[src/rtl/smma_pkg.sv]
// ----------------------------------------------------------------------------
// smma_pkg
// Shared types and constants for the sign-magnitude multiply-accumulate chain.
// ----------------------------------------------------------------------------
`default_nettype none

package smma_pkg;

  typedef enum logic [1:0] {
    OP_MUL     = 2'd0,
    OP_MAC     = 2'd1,
    OP_MAC_DIV = 2'd2
  } op_t;

  localparam int MAG_W     = 7;
  localparam int PROD_W    = 2 * MAG_W;
  localparam int MUL_STEPS = MAG_W;
  localparam int DIV_STEPS = 8;
  localparam logic [7:0] DIVISOR = 8'd96;

  // Beat moving through the multiply cells
  typedef struct packed {
    logic [1:0]        op;
    logic              sgn;
    logic [PROD_W-1:0] mcand;
    logic [MAG_W-1:0]  mplier;
    logic [PROD_W-1:0] prod;
    logic [7:0]        acc_high;
    logic [7:0]        acc_low;
  } mul_t;

  // Beat moving through the divide cells
  typedef struct packed {
    logic [1:0] op;
    logic [7:0] hi;
    logic [7:0] lo;
    logic [7:0] rem;
    logic [7:0] quo;
  } div_t;

endpackage

`default_nettype wire

[src/rtl/sign_magnitude_multiply_accumulate.sv]
// ----------------------------------------------------------------------------
// sign_magnitude_multiply_accumulate
// Pipelined sign-magnitude multiply, multiply-add and multiply-add-divide.
// ----------------------------------------------------------------------------
// Takes one beat per cycle while the output is not stalled and returns one
// result beat per input beat, in order. The result passes through the cell
// chain: seven shift-add multiply cells, one
// sign-magnitude add stage and eight restoring divide cells, each with its
// own register and local ready, so bubbles close up behind a stalled output.
// Operation code 3 returns zero in both bytes.
`default_nettype none

module sign_magnitude_multiply_accumulate (
  input  wire logic       clk,
  input  wire logic       rst,
  input  wire logic       in_valid,
  output logic            in_ready,
  input  wire logic [1:0] operation,
  input  wire logic [7:0] multiplicand,
  input  wire logic [7:0] multiplier,
  input  wire logic [7:0] acc_high,
  input  wire logic [7:0] acc_low,
  output logic            out_valid,
  input  wire logic       out_ready,
  output logic [7:0]      result_high,
  output logic [7:0]      result_low
);

  smma_pkg::mul_t mul_data  [smma_pkg::MUL_STEPS+1];
  logic           mul_valid [smma_pkg::MUL_STEPS+1];
  logic           mul_ready [smma_pkg::MUL_STEPS+1];
  smma_pkg::div_t div_data  [smma_pkg::DIV_STEPS+1];
  logic           div_valid [smma_pkg::DIV_STEPS+1];
  logic           div_ready [smma_pkg::DIV_STEPS+1];
  smma_pkg::div_t last;
  smma_pkg::mul_t seed;

  // seed the multiply chain; a zero multiplier magnitude gives plus zero
  always_comb begin
    seed.op       = operation;
    seed.sgn      = (multiplicand[7] ^ multiplier[7] ^
                     (operation == smma_pkg::OP_MAC_DIV)) &&
                    (multiplier[6:0] != 7'd0);
    seed.mcand    = {{smma_pkg::MAG_W{1'b0}}, multiplicand[6:0]};
    seed.mplier   = multiplier[6:0];
    seed.prod     = '0;
    seed.acc_high = acc_high;
    seed.acc_low  = acc_low;
  end

  assign mul_data[0]  = seed;
  assign mul_valid[0] = in_valid;
  assign in_ready     = mul_ready[0];

  for (genvar i = 0; i < smma_pkg::MUL_STEPS; i++) begin : g_mul
    smma_mul_cell u_cell (
      .clk      (clk),
      .rst      (rst),
      .up_valid (mul_valid[i]),
      .up_ready (mul_ready[i]),
      .up_data  (mul_data[i]),
      .dn_valid (mul_valid[i+1]),
      .dn_ready (mul_ready[i+1]),
      .dn_data  (mul_data[i+1])
    );
  end

  smma_add_stage u_add (
    .clk      (clk),
    .rst      (rst),
    .up_valid (mul_valid[smma_pkg::MUL_STEPS]),
    .up_ready (mul_ready[smma_pkg::MUL_STEPS]),
    .up_data  (mul_data[smma_pkg::MUL_STEPS]),
    .dn_valid (div_valid[0]),
    .dn_ready (div_ready[0]),
    .dn_data  (div_data[0])
  );

  for (genvar j = 0; j < smma_pkg::DIV_STEPS; j++) begin : g_div
    smma_div_cell u_cell (
      .clk      (clk),
      .rst      (rst),
      .up_valid (div_valid[j]),
      .up_ready (div_ready[j]),
      .up_data  (div_data[j]),
      .dn_valid (div_valid[j+1]),
      .dn_ready (div_ready[j+1]),
      .dn_data  (div_data[j+1])
    );
  end

  assign last                             = div_data[smma_pkg::DIV_STEPS];
  assign out_valid                        = div_valid[smma_pkg::DIV_STEPS];
  assign div_ready[smma_pkg::DIV_STEPS]   = out_ready;

  always_comb begin
    case (last.op)
      smma_pkg::OP_MAC_DIV: begin
        result_high = last.quo | {last.hi[7], 7'b0};
        result_low  = 8'd0;
      end
      default: begin
        result_high = last.hi;
        result_low  = last.lo;
      end
    endcase
  end

endmodule

`default_nettype wire

[src/rtl/smma_mul_cell.sv]
// ----------------------------------------------------------------------------
// smma_mul_cell
// One shift-add step of the magnitude multiply, with a one-beat register.
// ----------------------------------------------------------------------------
`default_nettype none

module smma_mul_cell (
  input  wire logic          clk,
  input  wire logic          rst,
  input  wire logic          up_valid,
  output logic               up_ready,
  input  wire smma_pkg::mul_t up_data,
  output logic               dn_valid,
  input  wire logic          dn_ready,
  output smma_pkg::mul_t     dn_data
);

  logic           valid;
  smma_pkg::mul_t data;
  smma_pkg::mul_t data_next;

  assign up_ready = !valid || dn_ready;
  assign dn_valid = valid;
  assign dn_data  = data;

  always_comb begin
    data_next        = up_data;
    // add the shifted multiplicand when the low multiplier bit is set
    if (up_data.mplier[0]) begin
      data_next.prod = up_data.prod + up_data.mcand;
    end
    data_next.mcand  = {up_data.mcand[smma_pkg::PROD_W-2:0], 1'b0};
    data_next.mplier = {1'b0, up_data.mplier[smma_pkg::MAG_W-1:1]};
  end

  always_ff @(posedge clk) begin
    if (rst) begin
      valid <= 1'b0;
    end else if (up_ready) begin
      valid <= up_valid;
    end
  end

  always_ff @(posedge clk) begin
    if (up_ready && up_valid) begin
      data <= data_next;
    end
  end

endmodule

`default_nettype wire

[src/rtl/smma_add_stage.sv]
// ----------------------------------------------------------------------------
// smma_add_stage
// Sign-magnitude add of product and accumulator (product alone for multiply, zero for code 3); seeds the divide chain.
// ----------------------------------------------------------------------------
`default_nettype none

module smma_add_stage (
  input  wire logic          clk,
  input  wire logic          rst,
  input  wire logic          up_valid,
  output logic               up_ready,
  input  wire smma_pkg::mul_t up_data,
  output logic               dn_valid,
  input  wire logic          dn_ready,
  output smma_pkg::div_t     dn_data
);

  logic           valid;
  smma_pkg::div_t data;
  smma_pkg::div_t data_next;

  logic [7:0] ph;
  logic [7:0] pl;
  logic [7:0] s;
  logic [7:0] r;
  logic [8:0] sl;
  logic [7:0] sh;
  logic       borrow;
  logic [7:0] l;
  logic [7:0] h;
  logic       under;
  logic [8:0] nl;
  logic [7:0] nh;
  logic [7:0] sum_hi;
  logic [7:0] sum_lo;

  assign up_ready = !valid || dn_ready;
  assign dn_valid = valid;
  assign dn_data  = data;

  always_comb begin
    ph = {up_data.sgn, 1'b0, up_data.prod[smma_pkg::PROD_W-1:8]};
    pl = up_data.prod[7:0];
    s  = up_data.acc_high;
    r  = up_data.acc_low;

    // same signs
    sl = {1'b0, r} + {1'b0, pl};
    sh = s + ph + {7'b0, sl[8]};

    // different signs: magnitude difference, negate on underflow
    borrow = pl < r;
    l      = pl - r;
    h      = {1'b0, ph[6:0]} - {1'b0, s[6:0]} - {7'b0, borrow};
    under  = {1'b0, ph[6:0]} < ({1'b0, s[6:0]} + {7'b0, borrow});
    nl     = {1'b0, ~l} + 9'd1;
    nh     = 8'd0 - h - {7'b0, ~nl[8]};

    if (ph[7] == s[7]) begin
      sum_hi = sh | {ph[7], 7'b0};
      sum_lo = sl[7:0];
    end else if (under) begin
      sum_hi = {1'b1, nh[6:0]} ^ {ph[7], 7'b0};
      sum_lo = nl[7:0];
    end else begin
      sum_hi = h ^ {ph[7], 7'b0};
      sum_lo = l;
    end

    data_next.op = up_data.op;
    case (up_data.op) inside
      smma_pkg::OP_MUL: begin
        data_next.hi = ph;
        data_next.lo = pl;
      end
      smma_pkg::OP_MAC, smma_pkg::OP_MAC_DIV: begin
        data_next.hi = sum_hi;
        data_next.lo = sum_lo;
      end
      default: begin
        data_next.hi = 8'd0;
        data_next.lo = 8'd0;
      end
    endcase
    data_next.rem = {1'b0, data_next.hi[6:0]};
    data_next.quo = 8'd0;
  end

  always_ff @(posedge clk) begin
    if (rst) begin
      valid <= 1'b0;
    end else if (up_ready) begin
      valid <= up_valid;
    end
  end

  always_ff @(posedge clk) begin
    if (up_ready && up_valid) begin
      data <= data_next;
    end
  end

endmodule

`default_nettype wire

[src/rtl/smma_div_cell.sv]
// ----------------------------------------------------------------------------
// smma_div_cell
// One restoring divide step by the fixed divisor, with a one-beat register.
// ----------------------------------------------------------------------------
`default_nettype none

module smma_div_cell (
  input  wire logic          clk,
  input  wire logic          rst,
  input  wire logic          up_valid,
  output logic               up_ready,
  input  wire smma_pkg::div_t up_data,
  output logic               dn_valid,
  input  wire logic          dn_ready,
  output smma_pkg::div_t     dn_data
);

  logic           valid;
  smma_pkg::div_t data;
  smma_pkg::div_t data_next;
  logic [7:0]     shifted;
  logic           qbit;

  assign up_ready = !valid || dn_ready;
  assign dn_valid = valid;
  assign dn_data  = data;

  always_comb begin
    shifted       = {up_data.rem[6:0], 1'b0};
    qbit          = shifted >= smma_pkg::DIVISOR;
    data_next     = up_data;
    data_next.rem = qbit ? (shifted - smma_pkg::DIVISOR) : shifted;
    data_next.quo = {up_data.quo[6:0], qbit};
  end

  always_ff @(posedge clk) begin
    if (rst) begin
      valid <= 1'b0;
    end else if (up_ready) begin
      valid <= up_valid;
    end
  end

  always_ff @(posedge clk) begin
    if (up_ready && up_valid) begin
      data <= data_next;
    end
  end

endmodule

`default_nettype wire

[config.mk]
export PLATFORM = sky130hd
export DESIGN_NAME = sign_magnitude_multiply_accumulate
export DESIGN_NICKNAME = d
export VERILOG_FILES = /design/src/rtl/smma_pkg.sv /design/src/rtl/sign_magnitude_multiply_accumulate.sv /design/src/rtl/smma_mul_cell.sv /design/src/rtl/smma_add_stage.sv /design/src/rtl/smma_div_cell.sv
export SDC_FILE = /design/constraint.sdc
export NUM_CORES = 1
export LEC_CHECK = 0
export BUFFER_PORTS_ARGS = -buffer_cell sky130_fd_sc_hd__buf_2
export CAP_MARGIN = 20
export CORE_ASPECT_RATIO = 0.6
export CORE_UTILIZATION = 25
export DETAILED_ROUTE_END_ITERATION = 12
export GPL_ROUTABILITY_DRIVEN = 0
export PLACE_DENSITY = 0.38
export SETUP_SLACK_MARGIN = 0.3
export SLEW_MARGIN = 10
export SYNTH_ARGS = -nofsm -noshare
export SYNTH_HDL_FRONTEND = slang
export SYNTH_HIERARCHICAL = 1
export SYNTH_SLANG_ARGS = --single-unit
export TNS_END_PERCENT = 50
[constraint.sdc]
create_clock -name clk -period 6.8 [get_ports clk]
set_clock_uncertainty 0.2 [all_clocks]
set_input_delay 1.02 -clock clk [delete_from_list [all_inputs] [get_ports clk]]
set_output_delay 1.02 -clock clk [all_outputs]
set_load 0.005 [all_outputs]
==> results.sh, run 1 <==
export IMPL_clock_path_buffers=3
export IMPL_postPlaceCellArea_mm2=0.0290
export IMPL_route_detailed_wl_per_inst_um=15.5
export IMPL_die_area_mm2=0.109
export IMPL_period_needed_ns=5.61
export IMPL_clkSinkCount=586
export IMPL_setup_total_negative_slack_ns=0
export IMPL_tritoncts="built"
export IMPL_nNetsFinal=2188
export IMPL_post_route_cells_drive_above_1_share=0.163
export IMPL_cts_hold_buffers=0
export IMPL_start_kind="register"
export IMPL_syn_area_per_cell_um2=14.6
export IMPL_share_of_the_cycle_needed_by_the_critical_path_after_routing=0.825
export IMPL_combined_global_route_utilization_of_all_metal_layers=0.0977
export IMPL_max_stage_delay_ns=0.58
export IMPL_critical_path_top_delay_family="compound AO/OA/AOI/OAI gates"
export IMPL_cellLeakagePower_nw=10.9
export IMPL_row_count=92
export IMPL_crit_buf_inv=3
export IMPL_drt_iter0_markers=935
export IMPL_areaGrowthSynthToFinish_pct=15.4
export IMPL_route_vias_total=14618
export IMPL_clk_transition_reported_paths_ns=0.06
export IMPL_drcViolationCount=0
export IMPL_wire_length_of_the_first_global_routing_pass_mm=84.8
export IMPL_timing_final_setup_violations=0
export IMPL_min_delay_path_class="reg -> reg"
export IMPL_worst_endpoint_required_ns=7.01
export IMPL_achievable_frequency_ghz=0.178
export IMPL_yosys_warnings=6
export IMPL_syn_inst=1850
export IMPL_postCtsResizedCells=0
export IMPL_cts_setup_buffers=0
export IMPL_slew_headroom=0.304
export IMPL_worst_slew_pin_slew_ns=1.04
export IMPL_io_pins=56
export IMPL_initial_utilization=0.254
export IMPL_hold_violation_total_from_the_final_report=0
export IMPL_number_of_vias_per_cell_after_detailed_routing=4.24
export IMPL_wire_length_reported_by_the_detailed_router_mm=53.4
export IMPL_fin_total_pwr_mw=7.85
export IMPL_port_buffer_count=55
export IMPL_detail_route_antenna_nets=0
export IMPL_cp_data_arrival_time_ns=5.82
export IMPL_cp_cell_sequence="inv_1 > ha_1 > inv_1 > fa_1 > a211oi_1 > o21bai_1 > a21oi_1 > nor2_1 > o21ai_0 > nand2b_1 > inv_1 > ha_1 > and2_1 > nand2_1 > xor2_1 > ha_1 > o21ai_0 > o21ai_1 > and2_1 > mux2i_1 > nand2_1 > a32o_1"
export IMPL_via_count_of_the_first_global_routing_pass=14341
export IMPL_timing_hold_ws_ns=0.201
export IMPL_finish_instance_area_mm2=0.0311
export IMPL_crit_path_top_delay_cell="and2_1"
export IMPL_insertion_delay_ns=0.65
export IMPL_detailedPlacementHpwl_mm=38.2
export IMPL_fp_coreArea_mm2=0.106
export IMPL_slew_viol_final=0
export IMPL_die_width_um=426
export IMPL_cts_made_buffers=59
export IMPL_initial_antenna_violation_count=2
export IMPL_run_status="finished, final reports clean"
export IMPL_critical_path_peak_fanout=12
export IMPL_worstSetupPathType="reg -> reg"
export IMPL_htreeDepth=2
export IMPL_fill_cell_total_of_the_finished_layout=10588
export IMPL_timing_critical_path_to_type="register"
export IMPL_reg2reg_slack_ns=1.19
export IMPL_drtPass1Iterations=5
export IMPL_p_per_area_mw_per_mm2=253
export IMPL_syn_cell_area_mm2=0.0269
export IMPL_max_cap_violations=0
export IMPL_gr_total_overflow=0
export IMPL_rsz0062_at_grt="no"
export IMPL_max_rail_drop_vdd_mv=0.186
export IMPL_overall_die_height_um=256
export IMPL_cts_root_buffer="clkbuf_16"
export IMPL_pin_count_of_the_biggest_net_entering_global_routing=53
==> layout by cell type (no fill, tap or decap), types with 28 or more instances in the layout <==
cell         n
a21oi_1     89
mux2_2      63
clkbuf_16   59
ha_1       154
inv_1       98
nand2_1    113
a21oi_2     28
conb_1      55
buf_2       55
edfxtp_1   570
nor2_1      61
o21ai_0     55
xnor2_1     67
==> layer usage <==
metal  routed length (µm)  GRT usage  vias up
li1                     -          -     7206
met1                31400      0.167     7088
met2                18600      0.118      255
met3                 2570     0.0193       69
met4                  815     0.0226        0
met5                    0          0        -
==> through the flow <==
step	setup slack, ns	util	std cells
after floorplan	1.90	-	1891
after global placement	1.31	0.274	3328
after detailed placement	1.30	0.274	3331
after CTS	1.27	0.293	3442
after global routing	0.748	0.293	3443
final	1.19	0.293	3444
==> state kept, by name, indices dropped and copies added, names as in the netlist <==
name,count
g_mul.u_cell/dn_valid,7
g_div.u_cell/dn_valid,8
u_add/dn_data,18
u_add/dn_valid,1
g_mul.u_cell/dn_data,330
g_div.u_cell/dn_data,222
==> layout make-up <==
type	count	area, µm²	area share
multi-input combinational	1161	8980	0.289
sequential	586	17400	0.561
antenna	1	2.50	0.0000806
clock buffer	72	1530	0.0491
tap	1410	1760	0.0568
inverter	98	368	0.0118
timing repair buffer	77	463	0.0149
clock inverter	39	514	0.0166
==> where the power goes <==
group          switching, mW  internal [mW]
logic                  0.231          0.183
clock network           1.45           1.96
registers             0.0306           4.00
==> path summary, 6_finish.rpt <==
check                                   startpoint  depth (start not counted)                               endpoint
max          g_mul[6].u_cell/dn_data[16]$_DFFE_PP_                         22            u_add/dn_data[24]$_DFFE_PP_
min reg2reg  g_div[3].u_cell/dn_data[16]$_DFFE_PP_                          0  g_div[4].u_cell/dn_data[16]$_DFFE_PP_
min          g_div[3].u_cell/dn_data[16]$_DFFE_PP_                          0  g_div[4].u_cell/dn_data[16]$_DFFE_PP_
max reg2reg  g_mul[6].u_cell/dn_data[16]$_DFFE_PP_                         22            u_add/dn_data[24]$_DFFE_PP_
==> worst reg2reg max path: stages (launching register included) <==
cell and delay [ns]:
edfxtp_1 0.42, inv_1 0.08, ha_1 0.17, inv_1 0.06
fa_1 0.43, a211oi_1 0.52, o21bai_1 0.14, a21oi_1 0.17
nor2_1 0.06, o21ai_0 0.19, nand2b_1 0.15, inv_1 0.09
ha_1 0.22, and2_1 0.18, nand2_1 0.07, xor2_1 0.16
ha_1 0.28, o21ai_0 0.08, o21ai_1 0.56, and2_1 0.58
mux2i_1 0.26, nand2_1 0.07, a32o_1 0.26
Power figures use the tool's default switching activity.
==> inputs of run 2 (changes only) <==
ABC_AREA = 1   (was unset)
clock period = 5.2 ns   (was 6.8 ns; I/O delays follow)
==> run 2 against run 1 <==
Net effect: area after synthesis increased by 4.0%; final area rose by 4.9%; synthesized cell count grew 40%; final cell count grew 24%; global-route usage rose by 1.6 points.
==> results.sh, run 2 <==
export IMPL_hp_start="acc_low[1]"
export IMPL_areaGrowthSynthToFinish_pct=16.4
export IMPL_share_of_the_cycle_needed_by_the_critical_path_after_routing=0.868
export IMPL_io_pins=56
export IMPL_p_per_area_mw_per_mm2=328
export IMPL_route_vias_total=17655
export IMPL_numPlacedInstances=4158
export IMPL_detailedPlacementHpwl_mm=48.1
export IMPL_seqCellArea_mm2=0.0174
export IMPL_syn_area_per_cell_um2=10.8
export IMPL_finish_instance_area_mm2=0.0326
export IMPL_max_rail_drop_vdd_mv=0.210
export IMPL_overall_die_height_um=261
export IMPL_initial_antenna_violation_count=2
export IMPL_fill_cell_total_of_the_finished_layout=11274
export IMPL_nNetsFinal=2945
export IMPL_setup_worst_path_start="g_mul[6].u_cell/dn_data[16]$_DFFE_PP_"
export IMPL_largest_reg_flops=330
export IMPL_timing_hold_ws_ns=0.113
export IMPL_number_of_vias_per_cell_after_detailed_routing=4.12
export IMPL_die_area_mm2=0.113
export IMPL_drt_iter0_markers=1104
export IMPL_slew_viol_final=0
export IMPL_run_status="finished, final reports clean"
export IMPL_cts_made_buffers=66
export IMPL_start_kind="register"
export IMPL_crit_reg2reg_launch="g_mul[6].u_cell/dn_data[16]$_DFFE_PP_"
export IMPL_via_count_of_the_first_global_routing_pass=17841
export IMPL_clkSinkCount=586
export IMPL_cellLeakagePower_nw=13.4
export IMPL_initial_utilization=0.254
export IMPL_port_buffer_count=55
export IMPL_leading_cell_type_in_the_layout_fill_and_taps_excluded="nand2_1"
export IMPL_route_detailed_wl_per_inst_um=14.8
export IMPL_detail_route_antenna_nets=0
export IMPL_postPlaceCellArea_mm2=0.0303
export IMPL_wire_length_reported_by_the_detailed_router_mm=63.4
export IMPL_setup_ws_ns=0.686
export IMPL_multi_input_area_mm2=0.00921
export IMPL_yosys_warnings=6
export IMPL_insertion_delay_ns=0.65
export IMPL_gr_total_overflow=0
export IMPL_timing_critical_path_to_type="register"
export IMPL_mostFrequentLayoutCells="nand2_1, edfxtp_1, inv_1"
export IMPL_period_needed_ns=4.51
export IMPL_syn_cell_area_mm2=0.0280
export IMPL_post_route_cells_drive_above_1_share=0.110
export IMPL_worst_endpoint_required_ns=5.38
export IMPL_row_count=94
export IMPL_rsz0062_at_grt="yes"
export IMPL_clock_path_buffers=3
export IMPL_pin_count_of_the_biggest_net_entering_global_routing=53
export IMPL_drcViolationCount=0
export IMPL_achievable_frequency_ghz=0.222
export IMPL_critical_path_peak_fanout=5
export IMPL_timing_final_setup_violations=0
export IMPL_cts_hold_buffers=0
export IMPL_hold_violation_total_from_the_final_report=0
export IMPL_preCtsSetupSlack_ns=0.257
export IMPL_die_width_um=434
export IMPL_syn_inst=2592
export IMPL_finalCoreUtilization=0.295
export IMPL_fin_total_pwr_mw=10.7
export IMPL_slew_headroom=0.315
export IMPL_post_layout_nonfiller_instances=4283
export IMPL_cts_root_buffer="clkbuf_16"
export IMPL_min_delay_path_class="in -> reg"
export IMPL_max_cap_violations=0
export IMPL_combined_global_route_utilization_of_all_metal_layers=0.114
export IMPL_htreeDepth=3
export IMPL_worst_slew_pin_slew_ns=1.02
export IMPL_wire_length_of_the_first_global_routing_pass_mm=100
export IMPL_worstSetupPathType="reg -> reg"
export IMPL_setup_total_negative_slack_ns=0
export IMPL_clk_transition_reported_paths_ns=0.06
export IMPL_cp_data_arrival_time_ns=4.70
export IMPL_tritoncts="built"
export IMPL_drtPass1Iterations=5
export IMPL_fp_coreArea_mm2=0.110
## run 2: layout make-up
cell class | count | area share
diodes | 2 | 0.000154
clock buffers | 74 | 0.0516
clock inverters | 47 | 0.0168
inverters | 354 | 0.0408
multi-input cells | 1650 | 0.282
flip-flops and latches | 586 | 0.535
well taps | 1488 | 0.0571
repair buffers | 82 | 0.0160
## run 2: worst paths after layout
kind	to	slack (ns)	cells after the start
setup / recovery	u_add/dn_data[29]$_DFFE_PP_	0.69	27
setup reg to reg	u_add/dn_data[29]$_DFFE_PP_	0.69	27
hold reg to reg	g_div[4].u_cell/dn_data[25]$_DFFE_PP_	0.19	0
hold / removal	g_mul[0].u_cell/dn_data[1]$_DFFE_PP_	0.11	1
## run 2: report_power, final
group          internal [mW]  total [mW]  switching, mW
clock                   2.70        4.74           2.04
combinational          0.229       0.633          0.404
sequential              5.26        5.32         0.0643
## run 2: worst max-delay path, stage by stage (launching register included)
cell      delay, ns
edfxtp_1       0.39
inv_1          0.10
ha_1           0.15
inv_1          0.06
fa_2           0.38
nand4_1        0.14
nand3_1        0.09
nand2_1        0.09
nand2_1        0.10
a21oi_2        0.22
inv_1          0.10
fa_1           0.44
fa_2           0.39
inv_1          0.06
nand2_1        0.05
nand2_1        0.08
nand2_1        0.05
nand2_1        0.07
nand2_1        0.13
ha_1           0.37
a21oi_2        0.17
nand2_1        0.07
nand2_1        0.05
nand3_1        0.07
nand2_1        0.08
nand2_1        0.04
nand2_1        0.05
nand2_1        0.04
## run 2: layer usage
layer / GRT usage / part of all wire / wire length, µm / vias to the layer above
met5: 0 / 0 / 0 / -
met2: 0.154 / 0.38 / 24000 / 277
met3: 0.0221 / 0.039 / 2460 / 90
li1: - / - / - / 8921
met1: 0.178 / 0.56 / 35500 / 8367
met4: 0.0367 / 0.022 / 1420 / 0
## run 2: what timing repair did
action,4_1_cts,5_1_grt
endpoints found under the setup margin,1,3
pin swaps,0,1
buffers inserted,0,2
gates cloned,0,0
resized for setup,7,14
==> inputs of run 3 (changes only) <==
MAX_ROUTING_LAYER = met4   (was unset)
==> run 3 against run 2 <==
Net effect: combinational power about the same; sequential share of layout area is the same; final area stayed put; flip-flop and latch count unchanged; core utilization unchanged; clock power about the same; die area stayed put; register-to-register slack hardly changed; via count is essentially flat; critical path depth did not move; hold slack worse by 0.00055 ns; routed wire length hardly changed; critical path type unchanged.
==> results.sh, run 3 (synthesized netlist as in run 2, its figures left out) <==
export IMPL_numPlacedInstances=4158
export IMPL_post_layout_nonfiller_instances=4283
export IMPL_leading_cell_type_in_the_layout_fill_and_taps_excluded="nand2_1"
export IMPL_htreeDepth=3
export IMPL_p_per_area_mw_per_mm2=328
export IMPL_io_pins=56
export IMPL_die_area_mm2=0.113
export IMPL_period_needed_ns=4.52
export IMPL_detail_route_antenna_nets=0
export IMPL_max_rail_drop_vdd_mv=0.210
export IMPL_worstSetupPathType="reg -> reg"
export IMPL_cts_root_buffer="clkbuf_16"
export IMPL_wire_length_of_the_first_global_routing_pass_mm=100
export IMPL_pin_count_of_the_biggest_net_entering_global_routing=53
export IMPL_nNetsFinal=2945
export IMPL_clock_path_buffers=3
export IMPL_cp_data_arrival_time_ns=4.70
export IMPL_initial_antenna_violation_count=2
export IMPL_run_status="finished, final reports clean"
export IMPL_tritoncts="built"
export IMPL_r2r_worst_path_cells=27
export IMPL_areaGrowthSynthToFinish_pct=16.4
export IMPL_clk_transition_reported_paths_ns=0.06
export IMPL_die_width_um=434
export IMPL_hold_violation_total_from_the_final_report=0
export IMPL_drcViolationCount=0
export IMPL_setup_total_negative_slack_ns=0
export IMPL_overall_die_height_um=261
export IMPL_drtPass1Iterations=7
export IMPL_achievable_frequency_ghz=0.221
export IMPL_drt_iter0_markers=1119
export IMPL_timing_critical_path_to_type="register"
export IMPL_cts_made_buffers=66
export IMPL_port_buffer_count=55
export IMPL_initial_utilization=0.254
export IMPL_min_delay_path_class="in -> reg"
export IMPL_number_of_vias_per_cell_after_detailed_routing=4.12
export IMPL_share_of_the_cycle_needed_by_the_critical_path_after_routing=0.868
export IMPL_gr_total_overflow=0
export IMPL_fp_coreArea_mm2=0.110
export IMPL_seqCellArea_mm2=0.0174
export IMPL_start_kind="register"
export IMPL_worst_slew_pin_slew_ns=1.02
export IMPL_clkSinkCount=586
export IMPL_via_count_of_the_first_global_routing_pass=17834
export IMPL_slew_headroom=0.320
export IMPL_max_cap_violations=0
export IMPL_wire_length_reported_by_the_detailed_router_mm=63.3
export IMPL_timing_final_setup_violations=0
export IMPL_fill_cell_total_of_the_finished_layout=11274
export IMPL_cts_hold_buffers=0
export IMPL_rsz0062_at_grt="yes"
export IMPL_cellLeakagePower_nw=13.4
export IMPL_route_vias_total=17656
export IMPL_detailedPlacementHpwl_mm=48.1
export IMPL_route_detailed_wl_per_inst_um=14.8
export IMPL_multi_input_area_mm2=0.00921
export IMPL_insertion_delay_ns=0.65
export IMPL_worst_endpoint_required_ns=5.38
export IMPL_row_count=94
export IMPL_combined_global_route_utilization_of_all_metal_layers=0.117
export IMPL_critical_path_peak_fanout=5
export IMPL_post_route_cells_drive_above_1_share=0.110
export IMPL_slew_viol_final=0
export IMPL_largest_reg_flops=330
export IMPL_mostFrequentLayoutCells="nand2_1, edfxtp_1, inv_1"
export IMPL_timing_hold_worst_path_depth=1
==> run 3: cell counts in the layout (fill, tap and decap cells not counted) <==
Identical to the previous run, type by type.
==> run 3: path summary, 6_finish.rpt <==
path,from,endpoint,slack (ns)
setup / recovery,g_mul[6].u_cell/dn_data[16]$_DFFE_PP_,u_add/dn_data[29]$_DFFE_PP_,0.68
hold / removal,acc_low[1],g_mul[0].u_cell/dn_data[1]$_DFFE_PP_,0.11
setup reg to reg,g_mul[6].u_cell/dn_data[16]$_DFFE_PP_,u_add/dn_data[29]$_DFFE_PP_,0.68
hold reg to reg,g_div[3].u_cell/dn_data[25]$_DFFE_PP_,g_div[4].u_cell/dn_data[25]$_DFFE_PP_,0.19
==> run 3: worst max-delay path, stage by stage, from the launching register on <==
cell      delay, ns
edfxtp_1       0.39
inv_1          0.10
ha_1           0.15
inv_1          0.06
fa_2           0.38
nand4_1        0.15
nand3_1        0.09
nand2_1        0.09
nand2_1        0.10
a21oi_2        0.22
inv_1          0.10
fa_1           0.44
fa_2           0.39
inv_1          0.06
nand2_1        0.04
nand2_1        0.08
nand2_1        0.05
nand2_1        0.07
nand2_1        0.13
ha_1           0.37
a21oi_2        0.17
nand2_1        0.07
nand2_1        0.05
nand3_1        0.07
nand2_1        0.08
nand2_1        0.04
nand2_1        0.05
nand2_1        0.04
==> run 3: per-layer routing <==
| metal | wire, µm | global-route usage | vias up |
|---|---|---|---|
| met4 | 1420 | 0.0367 | 0 |
| met1 | 35400 | 0.179 | 8321 |
| met2 | 24000 | 0.153 | 317 |
| met5 | 0 | - | - |
| li1 | - | - | 8925 |
| met3 | 2500 | 0.0221 | 93 |
==> run 3: power breakdown <==
group | internal [mW] | total, mW | leakage [nW] | switching (mW)
combinational | 0.229 | 0.633 | 6.98 | 0.404
sequential | 5.26 | 5.32 | 5.34 | 0.0644
clock | 2.70 | 4.74 | 1.06 | 2.04
total | 8.18 | 10.7 | 13.4 | 2.51
==> run 3: layout make-up <==
cell class	instances	share of cell area
well taps	1488	0.0571
repair buffers	82	0.0160
multi-input cells	1650	0.282
clock buffers	74	0.0516
flip-flops and latches	586	0.535
diodes	2	0.000154
clock inverters	47	0.0168
inverters	354	0.0408
==> run 3: stage by stage <==
stage	power (mW)	util	area, µm²	hold slack (ns)	worst slack, ns
after floorplan	5.87	-	28200	0.200	0.0380
after global placement	6.04	0.275	30300	0.201	0.167
after detailed placement	6.04	0.275	30300	0.205	0.257
after CTS	10.9	0.295	32600	0.0469	0.329
after global routing	11.2	0.295	32600	0.0684	0.260
final	10.7	0.295	32600	0.112	0.684
==> run 3: repair_timing <==
item / CTS / global route
setup endpoints to repair: 1 / 3
gates resized for setup: 7 / 14
pin swaps: 0 / 1
buffers inserted: 0 / 2
